[src/sv/epa_pkg.sv]
// ----------------------------------------------------------------------------
// epa_pkg
// shared constants, types and state encoding of the port allocator
// ----------------------------------------------------------------------------
package epa_pkg;

  localparam int unsigned PORT_W        = 16;
  localparam int unsigned CNT_W         = 14;
  localparam int unsigned NUM_SLOTS_DEF = 8;

  localparam logic [PORT_W-1:0] PORT_BASE = 16'hC000;

  localparam logic KIND_ALLOC   = 1'b0;
  localparam logic KIND_RELEASE = 1'b1;

  typedef enum logic [1:0] {
    S_IDLE,
    S_SCAN,
    S_PUSH
  } epa_state_e;

  // result of one slot compare, in the cycle after the read
  typedef struct packed {
    logic vld;
    logic hit;
    logic empty;
  } epa_scan_t;

  // finished result handed to the output register
  typedef struct packed {
    logic              vld;
    logic [PORT_W-1:0] port;
    logic              full;
  } epa_done_t;

endpackage

[src/sv/ephemeral_port_allocator.sv]
// ----------------------------------------------------------------------------
// ephemeral_port_allocator
// hands out ephemeral ports from 0xC000 up and frees them on request
// ----------------------------------------------------------------------------
// Usage: one input beat per request on s_axis. tuser selects allocate (0) or
// release (1); tdata carries the port to release. Each request returns one
// beat on m_axis: tdata is the new port (0 on release or when the table is
// full), tuser is the table-full flag.
// Timing: the sequencer sweeps the slot memory through one read port and one
// shared comparator, one slot per cycle, once for each candidate. Each
// duplicate found starts a new sweep with the next candidate, up to NUM_SLOTS
// retries. s_axis_tready is low while a request is in work, so a new request
// is taken only once the previous one has left for the output register.
// The result sits in an output register; if the receiver stalls, the block
// holds the finished result and stays busy until the register frees up.
// cfg_we_i loads cfg_wdata_i into the candidate counter; write it when idle.
// Reset empties every slot and clears the counter to zero.
// ----------------------------------------------------------------------------
module ephemeral_port_allocator import epa_pkg::*; #(
  parameter int unsigned NUM_SLOTS = NUM_SLOTS_DEF
) (
  input  logic              clk_i,
  input  logic              rst_ni,
  input  logic              s_axis_tvalid_i,
  output logic              s_axis_tready_o,
  input  logic [15:0]       s_axis_tdata_i,  // [15:0] port_to_release
  input  logic              s_axis_tuser_i,  // [0] kind
  output logic              m_axis_tvalid_o,
  input  logic              m_axis_tready_i,
  output logic [15:0]       m_axis_tdata_o,  // [15:0] allocated_port
  output logic              m_axis_tuser_o,  // [0] table_full
  input  logic              cfg_we_i,
  input  logic [CNT_W-1:0]  cfg_wdata_i
);

  localparam int unsigned IW = (NUM_SLOTS > 1) ? $clog2(NUM_SLOTS) : 1;

  logic              rd_en;
  logic [IW-1:0]     rd_addr;
  logic [PORT_W-1:0] key;
  logic              wr_en;
  logic [IW-1:0]     wr_addr;
  logic              clr_en;
  logic [IW-1:0]     clr_addr;
  epa_scan_t         scan;
  logic [IW-1:0]     scan_idx;
  epa_done_t         done;
  logic              out_free;

  logic              m_vld_q;
  logic [PORT_W-1:0] m_data_q;
  logic              m_user_q;

  epa_ctrl #(
    .NUM_SLOTS (NUM_SLOTS)
  ) u_ctrl (
    .clk_i       (clk_i),
    .rst_ni      (rst_ni),
    .in_valid_i  (s_axis_tvalid_i),
    .in_ready_o  (s_axis_tready_o),
    .in_kind_i   (s_axis_tuser_i),
    .in_port_i   (s_axis_tdata_i),
    .cfg_we_i    (cfg_we_i),
    .cfg_wdata_i (cfg_wdata_i),
    .rd_en_o     (rd_en),
    .rd_addr_o   (rd_addr),
    .key_o       (key),
    .wr_en_o     (wr_en),
    .wr_addr_o   (wr_addr),
    .clr_en_o    (clr_en),
    .clr_addr_o  (clr_addr),
    .scan_i      (scan),
    .scan_idx_i  (scan_idx),
    .done_o      (done),
    .out_free_i  (out_free)
  );

  epa_slot_store #(
    .NUM_SLOTS (NUM_SLOTS)
  ) u_store (
    .clk_i      (clk_i),
    .rst_ni     (rst_ni),
    .rd_en_i    (rd_en),
    .rd_addr_i  (rd_addr),
    .key_i      (key),
    .wr_en_i    (wr_en),
    .wr_addr_i  (wr_addr),
    .wr_data_i  (key),
    .clr_en_i   (clr_en),
    .clr_addr_i (clr_addr),
    .scan_o     (scan),
    .scan_idx_o (scan_idx)
  );

  assign out_free = !m_vld_q || m_axis_tready_i;

  // output register
  always_ff @(posedge clk_i or negedge rst_ni) begin
    if (!rst_ni) begin
      m_vld_q <= 1'b0;
    end else if (out_free) begin
      m_vld_q <= done.vld;
    end
  end

  always_ff @(posedge clk_i) begin
    if (out_free && done.vld) begin
      m_data_q <= done.port;
      m_user_q <= done.full;
    end
  end

  assign m_axis_tvalid_o = m_vld_q;
  assign m_axis_tdata_o  = m_data_q;
  assign m_axis_tuser_o  = m_user_q;

endmodule

[src/sv/epa_slot_store.sv]
// ----------------------------------------------------------------------------
// epa_slot_store
// slot memory with per-slot valid bits and the shared key comparator
// ----------------------------------------------------------------------------
module epa_slot_store import epa_pkg::*; #(
  parameter int unsigned  NUM_SLOTS = NUM_SLOTS_DEF,
  localparam int unsigned IW        = (NUM_SLOTS > 1) ? $clog2(NUM_SLOTS) : 1
) (
  input  logic              clk_i,
  input  logic              rst_ni,
  input  logic              rd_en_i,
  input  logic [IW-1:0]     rd_addr_i,
  input  logic [PORT_W-1:0] key_i,
  input  logic              wr_en_i,
  input  logic [IW-1:0]     wr_addr_i,
  input  logic [PORT_W-1:0] wr_data_i,
  input  logic              clr_en_i,
  input  logic [IW-1:0]     clr_addr_i,
  output epa_scan_t         scan_o,
  output logic [IW-1:0]     scan_idx_o
);

  logic [PORT_W-1:0]    mem_q [NUM_SLOTS];
  logic [NUM_SLOTS-1:0] valid_q;
  logic [PORT_W-1:0]    rdata_q;
  logic [IW-1:0]        rd_addr_q;
  logic                 rd_vld_q;
  logic [PORT_W-1:0]    slot_val;

  always_ff @(posedge clk_i) begin
    if (wr_en_i) begin
      mem_q[wr_addr_i] <= wr_data_i;
    end
    if (rd_en_i) begin
      rdata_q <= mem_q[rd_addr_i];
    end
  end

  always_ff @(posedge clk_i or negedge rst_ni) begin
    if (!rst_ni) begin
      valid_q   <= '0;
      rd_vld_q  <= 1'b0;
      rd_addr_q <= '0;
    end else begin
      rd_vld_q <= rd_en_i;
      if (rd_en_i) begin
        rd_addr_q <= rd_addr_i;
      end
      if (clr_en_i) begin
        valid_q[clr_addr_i] <= 1'b0;
      end
      if (wr_en_i) begin
        valid_q[wr_addr_i] <= 1'b1;
      end
    end
  end

  // an empty slot reads as zero
  assign slot_val     = valid_q[rd_addr_q] ? rdata_q : '0;
  assign scan_o.vld   = rd_vld_q;
  assign scan_o.hit   = (slot_val == key_i);
  assign scan_o.empty = (slot_val == '0);
  assign scan_idx_o   = rd_addr_q;

endmodule

[src/sv/epa_ctrl.sv]
// ----------------------------------------------------------------------------
// epa_ctrl
// sequencer: candidate counter, slot sweep, retry and result decision
// ----------------------------------------------------------------------------
module epa_ctrl import epa_pkg::*; #(
  parameter int unsigned  NUM_SLOTS = NUM_SLOTS_DEF,
  localparam int unsigned IW        = (NUM_SLOTS > 1) ? $clog2(NUM_SLOTS) : 1,
  localparam int unsigned CW        = $clog2(NUM_SLOTS + 2)
) (
  input  logic              clk_i,
  input  logic              rst_ni,
  input  logic              in_valid_i,
  output logic              in_ready_o,
  input  logic              in_kind_i,
  input  logic [PORT_W-1:0] in_port_i,
  input  logic              cfg_we_i,
  input  logic [CNT_W-1:0]  cfg_wdata_i,
  output logic              rd_en_o,
  output logic [IW-1:0]     rd_addr_o,
  output logic [PORT_W-1:0] key_o,
  output logic              wr_en_o,
  output logic [IW-1:0]     wr_addr_o,
  output logic              clr_en_o,
  output logic [IW-1:0]     clr_addr_o,
  input  epa_scan_t         scan_i,
  input  logic [IW-1:0]     scan_idx_i,
  output epa_done_t         done_o,
  input  logic              out_free_i
);

  epa_state_e        state_q, state_d;
  logic [CNT_W-1:0]  cnt_q, cnt_d;
  logic [PORT_W-1:0] key_q, key_d;
  logic              rel_q, rel_d;
  logic [CW-1:0]     tries_q, tries_d;
  logic [CW-1:0]     issue_q, issue_d;
  logic              dup_q, dup_d;
  logic              emp_q, emp_d;
  logic [IW-1:0]     emp_idx_q, emp_idx_d;
  logic [PORT_W-1:0] res_port_q, res_port_d;
  logic              res_full_q, res_full_d;

  logic              accept;
  logic              last;
  logic              dup_now;
  logic              emp_now;
  logic [IW-1:0]     emp_idx_now;
  logic              retry;
  logic              finish;

  assign accept      = in_valid_i && (state_q == S_IDLE);
  assign last        = (state_q == S_SCAN) && scan_i.vld && (scan_idx_i == IW'(NUM_SLOTS - 1));
  assign dup_now     = dup_q || (scan_i.vld && scan_i.hit);
  assign emp_now     = emp_q || (scan_i.vld && scan_i.empty);
  assign emp_idx_now = emp_q ? emp_idx_q : scan_idx_i;
  assign retry       = last && !rel_q && dup_now && (tries_q != CW'(NUM_SLOTS + 1));
  assign finish      = last && !retry;

  // next state
  always_comb begin
    state_d = state_q;
    case (state_q)
      S_IDLE: begin
        if (accept) state_d = S_SCAN;
      end
      S_SCAN: begin
        if (finish) state_d = S_PUSH;
      end
      S_PUSH: begin
        if (out_free_i) state_d = S_IDLE;
      end
      default: state_d = S_IDLE;
    endcase
  end

  // outputs
  always_comb begin
    in_ready_o   = (state_q == S_IDLE);
    rd_en_o      = (state_q == S_SCAN) && (issue_q < CW'(NUM_SLOTS));
    rd_addr_o    = issue_q[IW-1:0];
    key_o        = key_q;
    wr_en_o      = finish && !rel_q && emp_now;
    wr_addr_o    = emp_idx_now;
    clr_en_o     = (state_q == S_SCAN) && rel_q && scan_i.vld && scan_i.hit;
    clr_addr_o   = scan_idx_i;
    done_o.vld   = (state_q == S_PUSH);
    done_o.port  = res_port_q;
    done_o.full  = res_full_q;
  end

  // datapath
  always_comb begin
    cnt_d      = cnt_q;
    key_d      = key_q;
    rel_d      = rel_q;
    tries_d    = tries_q;
    issue_d    = issue_q;
    dup_d      = dup_q;
    emp_d      = emp_q;
    emp_idx_d  = emp_idx_q;
    res_port_d = res_port_q;
    res_full_d = res_full_q;
    if (rd_en_o) begin
      issue_d = issue_q + CW'(1);
    end
    if (state_q == S_SCAN && scan_i.vld) begin
      dup_d = dup_now;
      if (!emp_q && scan_i.empty) begin
        emp_d     = 1'b1;
        emp_idx_d = scan_idx_i;
      end
    end
    if (accept || retry) begin
      issue_d = '0;
      dup_d   = 1'b0;
      emp_d   = 1'b0;
    end
    if (accept) begin
      rel_d = (in_kind_i == KIND_RELEASE);
      if (in_kind_i == KIND_RELEASE) begin
        key_d = in_port_i;
      end else begin
        key_d   = PORT_BASE | {{(PORT_W-CNT_W){1'b0}}, cnt_q};
        cnt_d   = cnt_q + CNT_W'(1);
        tries_d = CW'(1);
      end
    end
    if (retry) begin
      key_d   = PORT_BASE | {{(PORT_W-CNT_W){1'b0}}, cnt_q};
      cnt_d   = cnt_q + CNT_W'(1);
      tries_d = tries_q + CW'(1);
    end
    if (finish) begin
      res_port_d = (!rel_q && emp_now) ? key_q : '0;
      res_full_d = !rel_q && !emp_now;
    end
    if (cfg_we_i) begin
      cnt_d = cfg_wdata_i;
    end
  end

  always_ff @(posedge clk_i or negedge rst_ni) begin
    if (!rst_ni) begin
      state_q    <= S_IDLE;
      cnt_q      <= '0;
      rel_q      <= 1'b0;
      tries_q    <= '0;
      issue_q    <= '0;
      dup_q      <= 1'b0;
      emp_q      <= 1'b0;
      emp_idx_q  <= '0;
    end else begin
      state_q    <= state_d;
      cnt_q      <= cnt_d;
      rel_q      <= rel_d;
      tries_q    <= tries_d;
      issue_q    <= issue_d;
      dup_q      <= dup_d;
      emp_q      <= emp_d;
      emp_idx_q  <= emp_idx_d;
    end
  end

  always_ff @(posedge clk_i) begin
    key_q      <= key_d;
    res_port_q <= res_port_d;
    res_full_q <= res_full_d;
  end

endmodule

[config.mk]
export PLATFORM = sky130hd
export DESIGN_NAME = ephemeral_port_allocator
export DESIGN_NICKNAME = d
export VERILOG_FILES = /design/src/sv/epa_pkg.sv /design/src/sv/ephemeral_port_allocator.sv /design/src/sv/epa_slot_store.sv /design/src/sv/epa_ctrl.sv
export SDC_FILE = /design/constraint.sdc
export NUM_CORES = 1
export LEC_CHECK = 0
export ABC_AREA = 1
export BUFFER_PORTS_ARGS = -buffer_cell sky130_fd_sc_hd__buf_4
export CAP_MARGIN = 20
export CORE_MARGIN = 3
export CORE_UTILIZATION = 30
export DETAILED_ROUTE_END_ITERATION = 7
export SYNTH_ARGS = -nofsm -noshare
export SYNTH_HDL_FRONTEND = slang
export SYNTH_SLANG_ARGS = --single-unit
[constraint.sdc]
create_clock -name clk_i -period 4.5 [get_ports clk_i]
set_input_delay 0.45 -clock clk_i [delete_from_list [all_inputs] [get_ports clk_i]]
set_output_delay 0.45 -clock clk_i [all_outputs]
set_load 0.01 [all_outputs]
==> summary.txt <==
Type of origin of the critical path = register
Die ar. = 36800 sq um
CP required = 4.71 ns
Wirelength per Cell = 16.6 um
Final Max Tran Viols = 0
Max VDD drop = 0.000242 V
Dpl hpwl = 16100 um
Die Height = 192 um
GRT met3 Usage = 1.73%
Initial antenna violation count = 0
Synth Area in Adders = 0.484%
RSZ-0062 raised after global routing = false
CP Max Fanout = 34
Final min period = 3.65 ns
CTS Hold Bufs = 1
Synth Register Bits = 237
GRT overflow = 0
DR vias/cell = 4.83
Synthesized cell area = 10300 sq um
Post-synthesis compound-gate area fraction = 9.58%
# rows = 67
R2R Path Start = u_store.scan_idx_o[0]
Initial Utilization = 30.6%
Clk_lat worst skew = 0.52 ns
Status = finished clean
Number of inserted diodes = 0
Netlist cell types = 39
CTS Sinks = 237
CP arrival = 3.87 ns
Met1 GRT Util = 18.4%
Post-Syn Area per Cell = 11.0 sq um
# resized after CTS = 0
Root Buffer = clkbuf_16
Worst Hold Class = input port to register
TritonCTS clock tree = built
Synth Instances = 943
Final WL = 24300 um
Max frequency = 274 MHz
Worst Skew = 0.0146 ns
Max-slew headroom = 34.7%
Pre-CTS setup slack = 0.887 ns
Setup Crit Path Kind = register to register
# DRC = 0
Min-delay src = m_axis_tready_i
Htree depth = 1
RR Endpoint = u_store.mem_q[1][5]
Max Cap Viol = 0
Mux cell area share after synthesis = 0%
Setup TNS = 0 ns
Most frequent cells in the layout = 192 x edfxtp_1, 167 x nor2_1, 142 x nand2_1
Final setup fails = 0
Total CTS buffers = 25
Crit path capture type = register
Largest family of logic cells by synthesized area = simple AND/OR/NAND/NOR gates
Syn_nets = 983
Reg2reg path depth = 18
Area of the core = 33800 sq um
Worst reg-to-reg setup slack = 0.85 ns
Proportion of layout cells with a drive suffix above 1 = 15.3%
P per Cell Area = 578 nW/um^2
Largest net degree at the start of global routing = 67
Final net count = 1039
Tot Pwr = 6.92 mW
Post-synth top flop = edfxtp_1
Met2 usage = 22.0%
XOR/XNOR share of the synthesized area = 1.09%
Clk slew on worst S/H paths = 0.06 ns
First-pass GRT wire length = 38700 um
Ports = 55
I/O Buffers = 54
RD Place Congestion = 0.947
Chip width = 192 um
Hold EP = m_axis_tvalid_o
Drt first pass iters = 6
Post-detailed-route count of antenna-violating nets = 0
Crit path from = u_store.scan_idx_o[0]
Final hold violation count = 0
Longest Clk Path Bufs = 3
GR peak layer = met2
Number of global-route vias before repair = 6928
Commonest non-fill, non-tap cell in the layout = edfxtp_1
Simple-gate area share of the yosys netlist = 17.8%
Routed via count = 7062
Hold depth = 4
Post-CTS Setup Repair Bufs = 0
Area growth, synth to finish = 15.8%
Synthesis Warnings = 0
Final worst path period share = 81.2%
Sequential share of the synthesized area = 66.5%
Leak = 4.46 nW
Initial DRC Count = 476
Worst Tran Pin Value = 0.977 ns
Asr flop ratio synth = 18.1%
Post-synth EDFFs = 192
Fin worst setup slack = 0.845 ns
All-Layer GR Usage = 13.2%
-- cells in the mapped netlist (all sizes together) (9+ instances only) --
master,instances,area (sq um)
o22ai,16,100
xor2,9,86.3
edfxtp,192,5770
nor2,177,687
dfrtp,43,1080
nand3,56,325
o21ai,103,523
nand2,150,612
a21oi,10,83.8
a31oi,22,138
buf,17,146
inv,58,218
clkbuf,29,109
o2111ai,15,131
nor3,17,100
nand4,10,62.6
-- per-stage QoR --
stage	instance area [sq um]	std cells	hold slack, ns	utilization (%)
after global routing	12000	1463	0.210	35.5
after detailed placement	11200	1417	0.407	33.2
after floorplan	10300	943	0.154	-
after global placement	11200	1417	0.407	33.2
final	12000	1463	0.194	35.5
after CTS	11900	1461	0.180	35.3
-- layout make-up --
type / instances / area, sq um
Multi-Input combinational cell: 602 / 3010
Inverter: 58 / 218
Tap cell: 448 / 561
Fill cell: 3335 / 21800
Timing Repair Buffer: 75 / 593
Sequential cell: 237 / 6880
Clock buffer: 35 / 673
Clock inverter: 8 / 38.8
-- how the worst max path moves through the flow --
stage                      endpoint  cells after the start
6_report        u_store.mem_q[1][5]                     18
4_1_cts        u_store.mem_q[4][10]                     17
3_5_place_dp    u_store.mem_q[1][4]                     17
3_3_place_gp    u_store.mem_q[3][0]                     17
2_1_floorplan   u_store.mem_q[4][0]                     20
5_1_grt        u_store.mem_q[5][10]                     19
-- where the power goes --
group	switching, mW	internal [mW]	leakage (nW)
clock network	0.790	1.04	0.348
logic	1.36	0.622	1.80
registers	0.330	2.78	2.31
total	2.48	4.44	4.46
-- worst max-delay path: stages (launching register included) --
cell	delay, ns
dfrtp_1	0.47
inv_2	0.19
nand2_1	0.07
nand2_1	0.07
nand2_1	0.06
nand2_1	0.07
nand2_1	0.05
nand2_1	0.67
nand3_1	0.23
nand2_1	0.14
nor2_1	0.06
nand2_1	0.08
nor2_1	0.05
nand3_2	0.09
nand2_4	0.09
nand2_8	0.22
nand3_4	0.25
nor2_1	0.25
buf_4	0.25
-- registers in the layout, indices dropped and copies added, names as in the netlist, 2 cells and up --
| name | count |
|---|---|
| u_store.rdata_q | 16 |
| u_ctrl.tries_q | 4 |
| u_ctrl.emp_idx_q | 3 |
| u_store.valid_q | 8 |
| u_ctrl.cnt_q | 14 |
| u_store.scan_idx_o | 3 |
| u_ctrl.issue_q | 4 |
| u_store.mem_q | 128 |
| u_ctrl.state_q | 2 |
| u_ctrl.key_o | 16 |
| m_axis_tdata_o | 16 |
| u_ctrl.res_port_q | 16 |
-- per-layer routing --
layer,vias to the layer above,wire length (um),share of wire [%]
met5,-,0,0
met4,0,505,2.1
met3,36,1200,5.0
met2,201,11500,48
met1,3421,11000,45
li1,3404,-,-
-- cell families after synthesis --
family | Yosys count
AND/OR/NAND/NOR | 418
flip-flops | 237
AO/OA/AOI/OAI | 168
buffers and inverters | 104
XOR/XNOR | 12
adder cells (fa/ha/maj) | 4
Power figures use the tool's default switching activity.
